--- config.mk ---
export PLATFORM = sky130hd
export DESIGN_NAME = crc16_configurable_top_flat
export DESIGN_NICKNAME = d
export VERILOG_FILES = /design/src/sv/crc16c_pkg.sv /design/src/sv/crc16c_if.sv /design/src/sv/crc16c_cfg_regs.sv /design/src/sv/crc16c_core.sv /design/src/sv/crc16c_out_reg.sv /design/src/sv/crc16_configurable_top.sv /design/src/flat_wrapper.sv
export SDC_FILE = /design/constraint.sdc
export NUM_CORES = 1
export LEC_CHECK = 0
export BUFFER_PORTS_ARGS = -buffer_cell sky130_fd_sc_hd__clkbuf_2
export CORE_ASPECT_RATIO = 1.5
export CORE_MARGIN = 2
export CORE_UTILIZATION = 35
export DETAILED_ROUTE_END_ITERATION = 6
export GPL_ROUTABILITY_DRIVEN = 0
export PLACE_DENSITY_LB_ADDON = 0.2
export SYNTH_ARGS = -nofsm -noshare
export SYNTH_HDL_FRONTEND = slang
export SYNTH_HIERARCHICAL = 1
export SYNTH_SLANG_ARGS = --single-unit
--- constraint.sdc ---
create_clock -name i_clk -period 12.4 [get_ports i_clk]
set_clock_uncertainty 0.05 [all_clocks]
set_input_delay 1.86 -clock i_clk [delete_from_list [all_inputs] [get_ports i_clk]]
set_output_delay 1.86 -clock i_clk [all_outputs]
set_load 0.02 [all_outputs]
--- src/sv/crc16c_pkg.sv ---
// Package for the configurable CRC-16 block: widths, register indexes,
// reset values and the per-byte CRC update function.
// No dependencies.
package crc16c_pkg;

    localparam int CRC_W      = 16;
    localparam int BYTE_W     = 8;
    localparam int CFG_IDX_W  = 2;
    localparam int CFG_DATA_W = 16;

    localparam logic [CRC_W-1:0] CRC_ONES      = 16'hFFFF;
    localparam logic [CRC_W-1:0] POLY_CCITT    = 16'h1021;
    localparam logic [CRC_W-1:0] POLY_FIRE     = 16'h782F;
    localparam logic [CRC_W-1:0] RST_POLY      = POLY_CCITT;
    localparam logic             RST_PRESET    = 1'b1;
    localparam logic             RST_INVERT    = 1'b1;

    typedef enum logic [CFG_IDX_W-1:0] {
        CFG_POLY   = 2'd0,
        CFG_PRESET = 2'd1,
        CFG_INVERT = 2'd2
    } t_cfg_idx;

    typedef struct packed {
        logic [CRC_W-1:0] poly;
        logic             preset_ones;
        logic             invert_result;
    } t_cfg;

    // Fold one byte into the CRC, most significant bit first.
    function automatic logic [CRC_W-1:0] crc_feed_byte(
        input logic [CRC_W-1:0]  crc,
        input logic [BYTE_W-1:0] data,
        input logic [CRC_W-1:0]  poly
    );
        logic [CRC_W-1:0] c;
        c = crc ^ {data, {(CRC_W-BYTE_W){1'b0}}};
        for (int k = 0; k < BYTE_W; k++) begin
            if (c[CRC_W-1]) begin
                c = {c[CRC_W-2:0], 1'b0} ^ poly;
            end else begin
                c = {c[CRC_W-2:0], 1'b0};
            end
        end
        return c;
    endfunction

endpackage

--- src/sv/crc16c_if.sv ---
// Handshake interfaces of the CRC-16 block: byte input, CRC output and
// configuration write channel. Depends on crc16c_pkg.
interface crc16c_in_if;
    import crc16c_pkg::*;
    logic              valid;
    logic              ready;
    logic [BYTE_W-1:0] data_byte;
    logic              last_byte;
    modport source (output valid, output data_byte, output last_byte, input ready);
    modport sink   (input valid, input data_byte, input last_byte, output ready);
endinterface

interface crc16c_out_if;
    import crc16c_pkg::*;
    logic             valid;
    logic             ready;
    logic [CRC_W-1:0] crc_value;
    modport source (output valid, output crc_value, input ready);
    modport sink   (input valid, input crc_value, output ready);
endinterface

interface crc16c_cfg_if;
    import crc16c_pkg::*;
    logic                  valid;
    logic                  ready;
    logic [CFG_IDX_W-1:0]  index;
    logic [CFG_DATA_W-1:0] data;
    modport source (output valid, output index, output data, input ready);
    modport sink   (input valid, input index, input data, output ready);
endinterface

--- src/sv/crc16c_cfg_regs.sv ---
// Configuration registers of the CRC-16 block.
// Depends on crc16c_pkg and crc16c_cfg_if.
module crc16c_cfg_regs (
    input  logic                i_clk,
    input  logic                i_rst_n,
    crc16c_cfg_if.sink          i_cfg,
    output crc16c_pkg::t_cfg    o_cfg
);
    import crc16c_pkg::*;

    t_cfg r_cfg;
    t_cfg n_cfg;

    assign i_cfg.ready = 1'b1;

    always_comb begin
        n_cfg = r_cfg;
        if (i_cfg.valid) begin
            unique case (i_cfg.index)
                CFG_POLY:   n_cfg.poly          = i_cfg.data;
                CFG_PRESET: n_cfg.preset_ones   = i_cfg.data[0];
                CFG_INVERT: n_cfg.invert_result = i_cfg.data[0];
                default:    n_cfg = r_cfg;
            endcase
        end
    end

    always_ff @(posedge i_clk) begin
        if (!i_rst_n) begin
            r_cfg.poly          <= RST_POLY;
            r_cfg.preset_ones   <= RST_PRESET;
            r_cfg.invert_result <= RST_INVERT;
        end else begin
            r_cfg <= n_cfg;
        end
    end

    assign o_cfg = r_cfg;
endmodule

--- src/sv/crc16c_core.sv ---
// Input register, per-byte CRC update and running CRC of the CRC-16 block.
// Depends on crc16c_pkg and crc16c_in_if.
module crc16c_core (
    input  logic                           i_clk,
    input  logic                           i_rst_n,
    input  crc16c_pkg::t_cfg               i_cfg,
    crc16c_in_if.sink                      i_data,
    output logic                           o_res_valid,
    output logic [crc16c_pkg::CRC_W-1:0]   o_res_crc,
    input  logic                           i_res_ready
);
    import crc16c_pkg::*;

    logic              r_valid;
    logic [BYTE_W-1:0] r_byte;
    logic              r_last;
    logic [CRC_W-1:0]  r_crc;
    logic              r_start;

    logic [CRC_W-1:0] n_crc;
    logic [CRC_W-1:0] base;
    logic             advance;
    logic             accept;

    assign base    = r_start ? (i_cfg.preset_ones ? CRC_ONES : '0) : r_crc;
    assign n_crc   = crc_feed_byte(base, r_byte, i_cfg.poly);
    assign advance = r_valid && (!r_last || i_res_ready);
    assign i_data.ready = !r_valid || advance;
    assign accept  = i_data.valid && i_data.ready;

    assign o_res_valid = r_valid && r_last;
    assign o_res_crc   = i_cfg.invert_result ? (n_crc ^ CRC_ONES) : n_crc;

    always_ff @(posedge i_clk) begin
        if (!i_rst_n) begin
            r_valid <= 1'b0;
            r_start <= 1'b1;
            r_crc   <= '0;
        end else begin
            if (accept) begin
                r_valid <= 1'b1;
            end else if (advance) begin
                r_valid <= 1'b0;
            end
            if (advance) begin
                r_crc   <= n_crc;
                r_start <= r_last;
            end
        end
        if (accept) begin
            r_byte <= i_data.data_byte;
            r_last <= i_data.last_byte;
        end
    end
endmodule

--- src/sv/crc16c_out_reg.sv ---
// Output register of the CRC-16 block; holds one finished CRC until taken.
// Depends on crc16c_pkg and crc16c_out_if.
module crc16c_out_reg (
    input  logic                           i_clk,
    input  logic                           i_rst_n,
    input  logic                           i_valid,
    input  logic [crc16c_pkg::CRC_W-1:0]   i_crc,
    output logic                           o_ready,
    crc16c_out_if.source                   o_crc
);
    import crc16c_pkg::*;

    logic             r_valid;
    logic [CRC_W-1:0] r_crc;

    assign o_ready = !r_valid || o_crc.ready;

    always_ff @(posedge i_clk) begin
        if (!i_rst_n) begin
            r_valid <= 1'b0;
        end else if (o_ready) begin
            r_valid <= i_valid;
        end
        if (o_ready && i_valid) begin
            r_crc <= i_crc;
        end
    end

    assign o_crc.valid     = r_valid;
    assign o_crc.crc_value = r_crc;
endmodule

--- src/sv/crc16_configurable_top.sv ---
// Configurable CRC-16, MSB first, not reflected, one message byte per item.
// A byte is taken every cycle unless the output is stalled; each byte passes an
// input register and the eight-step shift and XOR update, and the CRC of a
// message is loaded from there into the output register, later only while
// the output is stalled. Throughput is one item per cycle unless the output is
// stalled, set by the byte update loop on the running CRC register.
// Configuration writes take effect at the next clock edge and should be made
// while no message is in progress.
// Depends on crc16c_pkg, crc16c_if, crc16c_cfg_regs, crc16c_core, crc16c_out_reg.
module crc16_configurable_top (
    input  logic          i_clk,
    input  logic          i_rst_n,
    crc16c_cfg_if.sink    i_cfg,
    crc16c_in_if.sink     i_data,
    crc16c_out_if.source  o_crc
);
    import crc16c_pkg::*;

    t_cfg             cfg;
    logic             res_valid;
    logic [CRC_W-1:0] res_crc;
    logic             res_ready;

    crc16c_cfg_regs u_cfg (
        .i_clk   (i_clk),
        .i_rst_n (i_rst_n),
        .i_cfg   (i_cfg),
        .o_cfg   (cfg)
    );

    crc16c_core u_core (
        .i_clk       (i_clk),
        .i_rst_n     (i_rst_n),
        .i_cfg       (cfg),
        .i_data      (i_data),
        .o_res_valid (res_valid),
        .o_res_crc   (res_crc),
        .i_res_ready (res_ready)
    );

    crc16c_out_reg u_out (
        .i_clk   (i_clk),
        .i_rst_n (i_rst_n),
        .i_valid (res_valid),
        .i_crc   (res_crc),
        .o_ready (res_ready),
        .o_crc   (o_crc)
    );
endmodule

--- src/flat_wrapper.sv ---
// flat-port wrapper written by rule: the top's interface ports become plain ports
module crc16_configurable_top_flat import crc16c_pkg::*;
  (i_clk, i_rst_n, i_cfg_valid, i_cfg_index, i_cfg_data, i_cfg_ready, i_data_valid, i_data_data_byte, i_data_last_byte, i_data_ready, o_crc_valid, o_crc_crc_value, o_crc_ready);
  crc16c_cfg_if i_cfg_i ();
  crc16c_in_if i_data_i ();
  crc16c_out_if o_crc_i ();
  input  logic i_clk;
  input  logic i_rst_n;
  input wire logic [$bits(i_cfg_i.valid)-1:0] i_cfg_valid;
  input wire logic [$bits(i_cfg_i.index)-1:0] i_cfg_index;
  input wire logic [$bits(i_cfg_i.data)-1:0] i_cfg_data;
  output wire logic [$bits(i_cfg_i.ready)-1:0] i_cfg_ready;
  input wire logic [$bits(i_data_i.valid)-1:0] i_data_valid;
  input wire logic [$bits(i_data_i.data_byte)-1:0] i_data_data_byte;
  input wire logic [$bits(i_data_i.last_byte)-1:0] i_data_last_byte;
  output wire logic [$bits(i_data_i.ready)-1:0] i_data_ready;
  output wire logic [$bits(o_crc_i.valid)-1:0] o_crc_valid;
  output wire logic [$bits(o_crc_i.crc_value)-1:0] o_crc_crc_value;
  input wire logic [$bits(o_crc_i.ready)-1:0] o_crc_ready;
  assign i_cfg_i.valid = i_cfg_valid;
  assign i_cfg_i.index = i_cfg_index;
  assign i_cfg_i.data = i_cfg_data;
  assign i_cfg_ready = i_cfg_i.ready;
  assign i_data_i.valid = i_data_valid;
  assign i_data_i.data_byte = i_data_data_byte;
  assign i_data_i.last_byte = i_data_last_byte;
  assign i_data_ready = i_data_i.ready;
  assign o_crc_valid = o_crc_i.valid;
  assign o_crc_crc_value = o_crc_i.crc_value;
  assign o_crc_i.ready = o_crc_ready;
  crc16_configurable_top u_core (.i_clk(i_clk), .i_rst_n(i_rst_n), .i_cfg(i_cfg_i), .i_data(i_data_i), .o_crc(o_crc_i));
endmodule
==> metrics.cfg, run 1 <==
[critical_path]
critPathRequiredTime_ns=12.42
worstRegToRegCells=12
endpoint=u_core/u_out/o_crc.crc_value[1]$_DFFE_PP_
worst_setup_path_start_kind=flop
reg2reg_from=u_core/u_core/r_start$_SDFFE_PN1P_
regToRegSetupSlack_ns=6.84
cp_max_fo=15
critPathArrivalTime_ns=5.58
critPathCaptureType=flop
crit_start=u_core/u_core/r_start$_SDFFE_PN1P_
path_class=reg2reg
timing.rr.end=u_core/u_out/o_crc.crc_value[1]$_DFFE_PP_

[logic_synthesis]
yosys.cell_types.count=69
yosysTopAreaCell=edfxtp_1
yosys.area.top_type_share_pct=13.5
async_flop_share_pct=0
synthMostInstantiatedCell=nand2_1
ys_ff_latch=62
synthTopCellsByCount=nand2_1, xnor2_1, mux2i_1
synth.cell_area_um2=5570
yosysSeqAreaShare_pct=26.8
yosys_warnings=6
ys.flop_type=dfxtp_1
netlist_instances=642
ys_top_cells_by_area=edfxtp_1, dfxtp_1, xnor2_1, mux2i_1, nand2_1
synth.avg_cell_area_um2=8.68
synth_edf_count=25
synth_fp_nets=674

[grt]
grt_pass1_vias=4486
grt_overflow_total=0
antenna_found_initial=0
grt_first_pass_wirelength_um=25300
gr-usage-all-layers_pct=19.8
grt_max_degree=51

[cts]
post-cts-setup-buffers=0
cts_tree=built
cts_buffer_depth=2
cts_buffers=9
cts_hold_buf=0
htreeDepth=3
cts_root_buf=clkbuf_16
clk_latency_ns=0.34
clkSlewWorstSetupHoldPaths_ns=0.06
clkSinkCount=62
postCtsResizedCells=0

[placement]
io_buffers=49
dpl.hpwl_um=12000

[floorplan]
die_h_um=159
rows=56
dieArea_um2=17000
design.portCount=51
die_w_um=107
core_area_um2=15600
start_util_pct=35.7

[pwr]
p_leak_nw=2.43
max-vdd-ir-drop_uv=95.3
power_density_nw_per_um2=142
power_w=0.000880

[final_layout]
antennaDiodeCount=0
area_growth_pct=11.2
nFillCells=1543
fin_nets=689
regArea_um2=1490
multiInputGateArea_um2=3790
drive_gt1_share_pct=14.2

[sta]
finalCriticalPeriod_ns=5.56
rsz0062_at_grt=false
min_period_over_period_pct=44.9
setup_viol=0
final_max_slew_viol_count=0
fmax_ghz=0.180
hold_violations=0
worst_pin_slew_ns=1.17
holdWs_ns=0.431
max_slew_margin_pct=21.4
fin_setup_tns_ns=0

[route]
ant_nets=0
firstDrtPassIters=5
wl_um=16300
drtIter0Drc=336
wl_per_cell_um=18.9
vias_per_cell=5.51
drc=0
num_vias=4767

[status]
status=finished clean

[min_path]
hp-start=u_core/u_core/r_crc[0]$_SDFFE_PN0P_
hold_path_class=reg2reg

[flow_run]
cap_violations=0

-- cells in the final DEF (no fill, tap or decap), types with 5 or more instances in the layout --
master	count
nand2_1	108
xnor2_1	79
clkbuf_2	49
mux2i_1	41
dfxtp_1	37
a21oi_1	37
o21ai_0	32
edfxtp_1	25
xor2_1	24
nand3_1	21
xnor3_1	16
nor2_1	12
clkbuf_16	11
inv_1	11
nand2b_1	11
o211ai_1	10
nor3_1	10
a21boi_0	9
nor2b_1	8
nor3b_1	8
buf_4	7
nand4_1	7
o22ai_1	7
and3_1	5
-- flip-flops by register name, summed over array words and instances (netlist names) --
register,flops
u_core/u_core/r_crc,16
u_core/u_core/r_byte,8
u_core/u_cfg/o_cfg,18
u_core/u_core/r_valid,1
u_core/u_core/r_last,1
u_core/u_out/o_crc.crc_value,16
u_core/u_out/o_crc.valid,1
u_core/u_core/r_start,1
-- cell type report --
| class | count | area share [%] |
|---|---|---|
| multi-input cells | 516 | 61.1 |
| flip-flops and latches | 62 | 24.1 |
| repair buffers | 56 | 4.81 |
| clock buffers | 11 | 4.44 |
| well taps | 203 | 4.10 |
| inverters | 12 | 0.727 |
| clock inverters | 5 | 0.707 |
-- per-layer routing --
layer	vias up	global-route usage [%]	routed length [µm]
met5	-	0	0
met3	51	2.17	527
met2	151	34.8	8190
li1	2286	-	-
met1	2279	22.4	6500
met4	0	13.7	1100
-- worst min-delay path by stage --
stage,endpoint,cells past startpoint,slack (ns)
3_3_place_gp,u_core/u_core/r_crc[0]$_SDFFE_PN0P_,2,0.41
3_5_place_dp,u_core/u_core/r_crc[0]$_SDFFE_PN0P_,2,0.42
5_1_grt,u_core/u_core/r_crc[0]$_SDFFE_PN0P_,2,0.46
2_1_floorplan,u_core/u_cfg/o_cfg[10]$_SDFFE_PN0P_,2,0.38
4_1_cts,u_core/u_core/r_crc[0]$_SDFFE_PN0P_,2,0.43
6_report,u_core/u_core/r_crc[0]$_SDFFE_PN0P_,2,0.43
-- report_power, final --
group	switching (W)	total [W]	internal, W
logic	0.000202	0.000359	0.000157
registers	0.0000188	0.000257	0.000238
clock network	0.000101	0.000264	0.000163
-- worst max-delay path, cell delays in order (launching register included) --
cell	delay, ns
dfxtp_1	0.53
mux2i_4	0.15
xnor2_1	0.87
nand3_1	0.28
and4_1	0.31
o2111ai_1	0.50
o31ai_1	0.26
o21a_1	0.40
nor3_1	0.24
xnor3_2	0.69
xnor2_1	0.49
nand2_1	0.13
xor3_1	0.38
-- cells by family after synthesis --
family                    count (synthesis)  share of synthesized area (%)
and+or+nand+nor                         214                           19.5
DFF                                      62                           26.8
AOI/OAI and AO/OA                       134                           15.9
other                                     1                         0.0673
muxes                                    44                           8.17
xor gates and xnor gates                123                           24.4
buffers and inverters                    64                           5.30
-- metrics by stage --
step	util (%)	instances	cell area (µm²)	worst slack, ns
after floorplan	-	642	5570	8.20
after global placement	37.6	849	5880	7.23
after detailed placement	37.6	849	5880	6.97
after CTS	39.7	865	6200	6.94
after global routing	39.7	865	6200	6.51
final	39.7	865	6200	6.84
Note: power is estimated with default switching activity, not from simulation.
==> inputs of run 2 (changes only) <==
==> constraint.sdc (replaced) <==
create_clock -name i_clk -period 5.2 [get_ports i_clk]
set_clock_uncertainty 0.05 [all_clocks]
set_input_delay 0.78 -clock i_clk [delete_from_list [all_inputs] [get_ports i_clk]]
set_output_delay 0.78 -clock i_clk [all_outputs]
set_load 0.02 [all_outputs]
==> run 2 against run 1 <==
Compared with the run above: first-iteration DRC count down 18%; cell area up 3.3%; global-route usage up 0.17 points; via count up 0.44%; wire length up 0.56%; setup slack worse by 6.6 ns; sequential power up 140%; non-clock buffer count up 21; clock power rose to 2.6 times the previous value; combinational power rose to 2.5 times the previous value; clock-buffer cell count up 1; flip-flop and latch count unchanged; largest power group unchanged.
==> metrics.cfg, run 2 (synthesis results as in run 1) <==
[status]
status=finished clean

[cts]
clkSinkCount=62
cts_buffer_depth=2
cts_buffers=9
cts_root_buf=clkbuf_16
clk_latency_ns=0.34
post-cts-setup-buffers=0
cts_tree=built
clkSlewWorstSetupHoldPaths_ns=0.06
htreeDepth=3

[sta]
min_period_over_period_pct=94.8
hold_violations=0
max_slew_margin_pct=38.7
holdWs_ns=0.426
setup_viol=0
final_max_slew_viol_count=0
worst_pin_slew_ns=0.920
finalCriticalPeriod_ns=4.93
fmax_ghz=0.203

[critical_path]
critPathCaptureType=flop
cp_max_fo=15
critPathArrivalTime_ns=4.96
worst_setup_path_start_kind=flop
path_class=reg2reg
critPathRequiredTime_ns=5.23

[floorplan]
design.portCount=51
core_area_um2=15600
dieArea_um2=17000
die_w_um=107
die_h_um=159
start_util_pct=35.7
rows=56

[final_layout]
largest_reg_flops=18
fin_nets=710
final_common_cell=nand2_1
stdcell_area_um2=6400
final_cell_mix=nand2_1, xnor2_1, clkbuf_2
antennaDiodeCount=0
fin_cells=886
drive_gt1_share_pct=17.3
area_growth_pct=14.9
nFillCells=1551

[pwr]
power_density_nw_per_um2=343
p_leak_nw=2.55
max-vdd-ir-drop_uv=170

[route]
num_vias=4788
drc=0
wl_per_cell_um=18.5
ant_nets=0
drtIter0Drc=274
firstDrtPassIters=5
wl_um=16400
vias_per_cell=5.40

[grt]
grt_first_pass_wirelength_um=25600
gr-usage-all-layers_pct=20.0
grt_pass1_vias=4763
grt_max_degree=51
antenna_found_initial=0
grt_overflow_total=0

[placement]
dp_cells=870
io_buffers=49
dpl.hpwl_um=12300
placed_cell_area_um2=6030

[flow_run]
cap_violations=0

[min_path]
hold_path_class=reg2reg

## run 2: where the power goes
part / leakage [nW] / switching, W / total (W) / internal (W)
logic: 1.84 / 0.000488 / 0.000905 / 0.000417
registers: 0.538 / 0.0000400 / 0.000607 / 0.000567
clock network: 0.170 / 0.000238 / 0.000684 / 0.000446
## run 2: worst paths after layout
path | slack (ns) | cells past startpoint | end | from
worst max-delay path | 0.27 | 12 | u_core/u_out/o_crc.crc_value[4]$_DFFE_PP_ | u_core/u_core/r_start$_SDFFE_PN1P_
worst max register to register | 0.27 | 12 | u_core/u_out/o_crc.crc_value[4]$_DFFE_PP_ | u_core/u_core/r_start$_SDFFE_PN1P_
worst min-delay path | 0.43 | 2 | u_core/u_core/r_crc[0]$_SDFFE_PN0P_ | u_core/u_core/r_crc[0]$_SDFFE_PN0P_
worst min register to register | 0.43 | 2 | u_core/u_core/r_crc[0]$_SDFFE_PN0P_ | u_core/u_core/r_crc[0]$_SDFFE_PN0P_
## run 2: worst max-delay path, stage by stage, from the launching register on
cell      delay (ns)
dfxtp_1         0.54
mux2i_1         0.50
xor2_2          0.24
or4_4           0.57
and3_1          0.23
xnor3_1         0.42
a211oi_2        0.34
o211ai_1        0.19
a21oi_2         0.17
xnor3_2         0.57
mux2i_1         0.26
xnor3_1         0.46
xnor2_1         0.14
## run 2: layer usage
layer / vias up / wire length [µm] / track usage (%)
met2: 133 / 8410 / 36.6
li1: 2330 / - / -
met1: 2269 / 6440 / 21.5
met4: 0 / 1060 / 13.2
met3: 56 / 496 / 2.29
met5: - / 0 / 0
## run 2: layout make-up
cell class / count / area (µm²) / share of cell area [%]
well taps: 203 / 254 / 3.97
multi-input cells: 516 / 3810 / 59.6
clock inverters: 4 / 53.8 / 0.841
inverters: 12 / 45.0 / 0.704
repair buffers: 77 / 455 / 7.12
clock buffers: 12 / 289 / 4.52
flip-flops and latches: 62 / 1490 / 23.3
## run 2: what timing repair did
| item | CTS | global route |
|---|---|---|
| endpoints found under the setup margin | 0 | 7 |
| resized for setup | 0 | 3 |
| hold buffers | 0 | 0 |
## run 2: metrics by stage
step | util [%] | power (W) | worst slack [ns] | setup TNS, ns
4_1_cts | 40.8 | 0.00221 | 0.259 | 0
3_3_place_gp | 38.6 | 0.00151 | 0.411 | 0
3_5_place_dp | 38.6 | 0.00151 | 0.275 | 0
6_report | 41.0 | 0.00220 | 0.269 | 0
5_1_grt | 41.0 | 0.00230 | -0.0111 | -0.0111
2_1_floorplan | - | 0.00127 | 0.996 | 0
==> inputs of run 3 (changes only) <==
--- a/config.mk
+++ b/config.mk
@@ -9,10 +9,10 @@
 export CORE_ASPECT_RATIO = 1.5
 export CORE_MARGIN = 2
 export CORE_UTILIZATION = 35
+export CTS_BUF_LIST = sky130_fd_sc_hd__clkbuf_8
 export DETAILED_ROUTE_END_ITERATION = 6
 export GPL_ROUTABILITY_DRIVEN = 0
 export PLACE_DENSITY_LB_ADDON = 0.2
 export SYNTH_ARGS = -nofsm -noshare
 export SYNTH_HDL_FRONTEND = slang
-export SYNTH_HIERARCHICAL = 1
 export SYNTH_SLANG_ARGS = --single-unit
==> run 3 against run 2 <==
Compared with the run above: clock-buffer cell count unchanged; fmax about the same; die area is 3.7% higher; register-to-register slack barely moved; largest cell class unchanged; largest power group unchanged; highest routed layer unchanged.
==> metrics.cfg, run 3 <==
[status]
status=finished clean

[pwr]
sw_frac_of_total_pct=38.0
max-vdd-ir-drop_uv=130
seq_power_share_pct=28.0
p_leak_nw=2.50
switchingPower_w=0.000828
power_density_nw_per_um2=336
combPwrFrac_pct=48.0
internal_power_w=0.00135
p_clk_share_pct=23.9

[grt]
gr-usage-all-layers_pct=21.1
antenna_found_initial=0
grt_max_degree=41
grt_first_pass_wirelength_um=28400
grt_overflow_total=0
grt_pass1_vias=5204

[placement]
dp_cells=873
dpl.hpwl_um=13200
dp_slack_ns=0.223
io_buffers=49
placed_cell_area_um2=6210

[critical_path]
crit_top_cell=or3_1
cp_slowest_cell=or3_1
critPathCaptureType=flop
reg2reg_from=u_core.u_core.r_start$_SDFFE_PN1P_
timing.rr.end=u_core.u_out.o_crc.crc_value[6]$_DFFE_PP_
max_stage_delay_ns=0.52
crit_chain=mux2i_4 -> xnor2_4 -> mux2i_1 -> and3_4 -> or3_1 -> a2111oi_2 -> o21ai_1 -> a211oi_4 -> nor4_2 -> o22a_1 -> or3_1 -> buf_4 -> a21oi_2 -> xnor3_1
critPathBufInv=1
path_class=reg2reg
worstRegToRegCells=14
critPathArrivalTime_ns=4.99
critPathRequiredTime_ns=5.25
cp_max_fo=16
regToRegSetupSlack_ns=0.27
worst_setup_path_start_kind=flop
crit_family=simple AND/OR/NAND/NOR gates

[logic_synthesis]
synth-xor-area-share_pct=24.8
synth_edf_count=25
synth.cell_area_um2=5780
yosys.area.top_type_share_pct=13.0
synth_top_family_by_area=XOR/XNOR gates
synthTopCellsByCount=nand2_1, xnor2_1, a21oi_1
yosysSeqAreaShare_pct=25.8
synthMuxAreaShare_pct=1.99
synth-compound-area-share_pct=22.4
yosys_warnings=0
yosysTopAreaCell=edfxtp_1
ys_top_cells_by_area=edfxtp_1, dfxtp_1, xnor3_1, xnor2_1, nand2_1
synth_fp_nets=685
synthMostInstantiatedCell=nand2_1
netlist_instances=653
synth.avg_cell_area_um2=8.86
synthAdderAreaFrac_pct=0
ys_ff_latch=62
synth_simple_gate_area_share_pct=19.3
ys.flop_type=dfxtp_1
yosys.cell_types.count=77
async_flop_share_pct=0

[cts]
htreeDepth=3
cts_buffers=9
clkSinkCount=62
cts_tree=built
cts_root_buf=clkbuf_8
cts_hold_buf=0
clkSlewWorstSetupHoldPaths_ns=0.08
clk_latency_ns=0.36
cts_buffer_depth=2

[sta]
fin_ws_ns=0.266
hold_violations=0
finalCriticalPeriod_ns=4.93
setup_viol=0
fmax_ghz=0.203
fin_setup_tns_ns=0
final_max_slew_viol_count=0
worst_pin_slew_ns=1.12
holdWs_ns=0.429
max_slew_margin_pct=24.9
min_period_over_period_pct=94.9
rsz0062_at_grt=false

[min_path]
hold_path_class=reg2reg
hold_path_depth=2
hp-start=u_core.u_core.r_crc[0]$_SDFFE_PN0P_
hold_end=u_core.u_core.r_crc[0]$_SDFFE_PN0P_

[route]
wl_um=17900
drc=0
drtIter0Drc=263
vias_per_cell=5.70
ant_nets=0
firstDrtPassIters=5
num_vias=5075
wl_per_cell_um=20.1

[floorplan]
rows=57
design.portCount=51
start_util_pct=35.7
die_w_um=109
dieArea_um2=17600
die_h_um=161
core_area_um2=16200

[final_layout]
regArea_um2=1490
largest_reg_flops=18
drive_gt1_share_pct=18.7
final_cell_mix=nand2_1, xnor2_1, clkbuf_2
multiInputGateArea_um2=4000
area_growth_pct=11.9
fin_nets=711
nFillCells=1642
antennaDiodeCount=0
stdcell_area_um2=6470
final_common_cell=nand2_1
fin_cells=890

[flow_run]
cap_violations=0

[run 3: layout make-up]
class,count,area share (%)
Clock buffer,12,2.55
Clock inverter,4,1.06
Inverter,19,1.10
Multi-Input combinational cell,515,61.8
Sequential cell,62,23.0
Tap cell,206,3.98
Timing Repair Buffer,72,6.46
[run 3: cell families (layout without fill, tap and decap cells)]
kind of cell | count (synthesis) | count (layout)
simple gates | 218 | 218
compound gates | 180 | 180
xor+xnor | 107 | 107
buf+inv | 76 | 107
flops | 62 | 62
mux | 9 | 9
other cells | 1 | 1
[run 3: tightest hold or removal path, cell delays in order, from the launching register on]
cell and delay (ns):
dfxtp_1 0.33, nand2_1 0.06, a21boi_1 0.05
[run 3: power groups by stage]
stage                     Combinational, W  Sequential [W]  Clock [W]
after global routing               0.00113        0.000614   0.000546
after CTS                          0.00103        0.000610   0.000529
after global placement             0.00102        0.000621          0
after detailed placement           0.00103        0.000621          0
after floorplan                   0.000810        0.000613          0
final                              0.00105        0.000610   0.000521
[run 3: how the worst max path moves through the flow]
stage	start	cells after the start	slack (ns)	end
after global routing	u_core.u_core.r_start$_SDFFE_PN1P_	14	0.01	u_core.u_out.o_crc.crc_value[6]$_DFFE_PP_
after detailed placement	u_core.u_core.r_start$_SDFFE_PN1P_	12	0.22	u_core.u_out.o_crc.crc_value[11]$_DFFE_PP_
final	u_core.u_core.r_start$_SDFFE_PN1P_	14	0.27	u_core.u_out.o_crc.crc_value[6]$_DFFE_PP_
after floorplan	u_core.u_core.r_start$_SDFFE_PN1P_	17	0.86	u_core.u_out.o_crc.crc_value[11]$_DFFE_PP_
after CTS	u_core.u_core.r_start$_SDFFE_PN1P_	12	0.22	u_core.u_out.o_crc.crc_value[11]$_DFFE_PP_
after global placement	u_core.u_core.r_start$_SDFFE_PN1P_	12	0.34	u_core.u_out.o_crc.crc_value[13]$_DFFE_PP_
[run 3: timing repair]
item / in CTS / in global routing
resized for setup: 0 / 4
endpoints found under the setup margin: 0 / 14
buffers inserted: 0 / 1
[run 3: stage by stage]
stage          total power (W)  utilization [%]
2_1_floorplan          0.00142                -
3_3_place_gp           0.00164             38.4
3_5_place_dp           0.00165             38.4
4_1_cts                0.00217             39.8
5_1_grt                0.00229             40.0
6_report               0.00218             40.0
[run 3: layer usage]
metal  vias up  GRT usage (%)  share of wire (%)
met2       165           39.3                 55
met5         -              0                  0
met3        40           2.78                3.6
met1      2467           22.6                 37
li1       2403              -                  -
met4         0           10.8                4.6
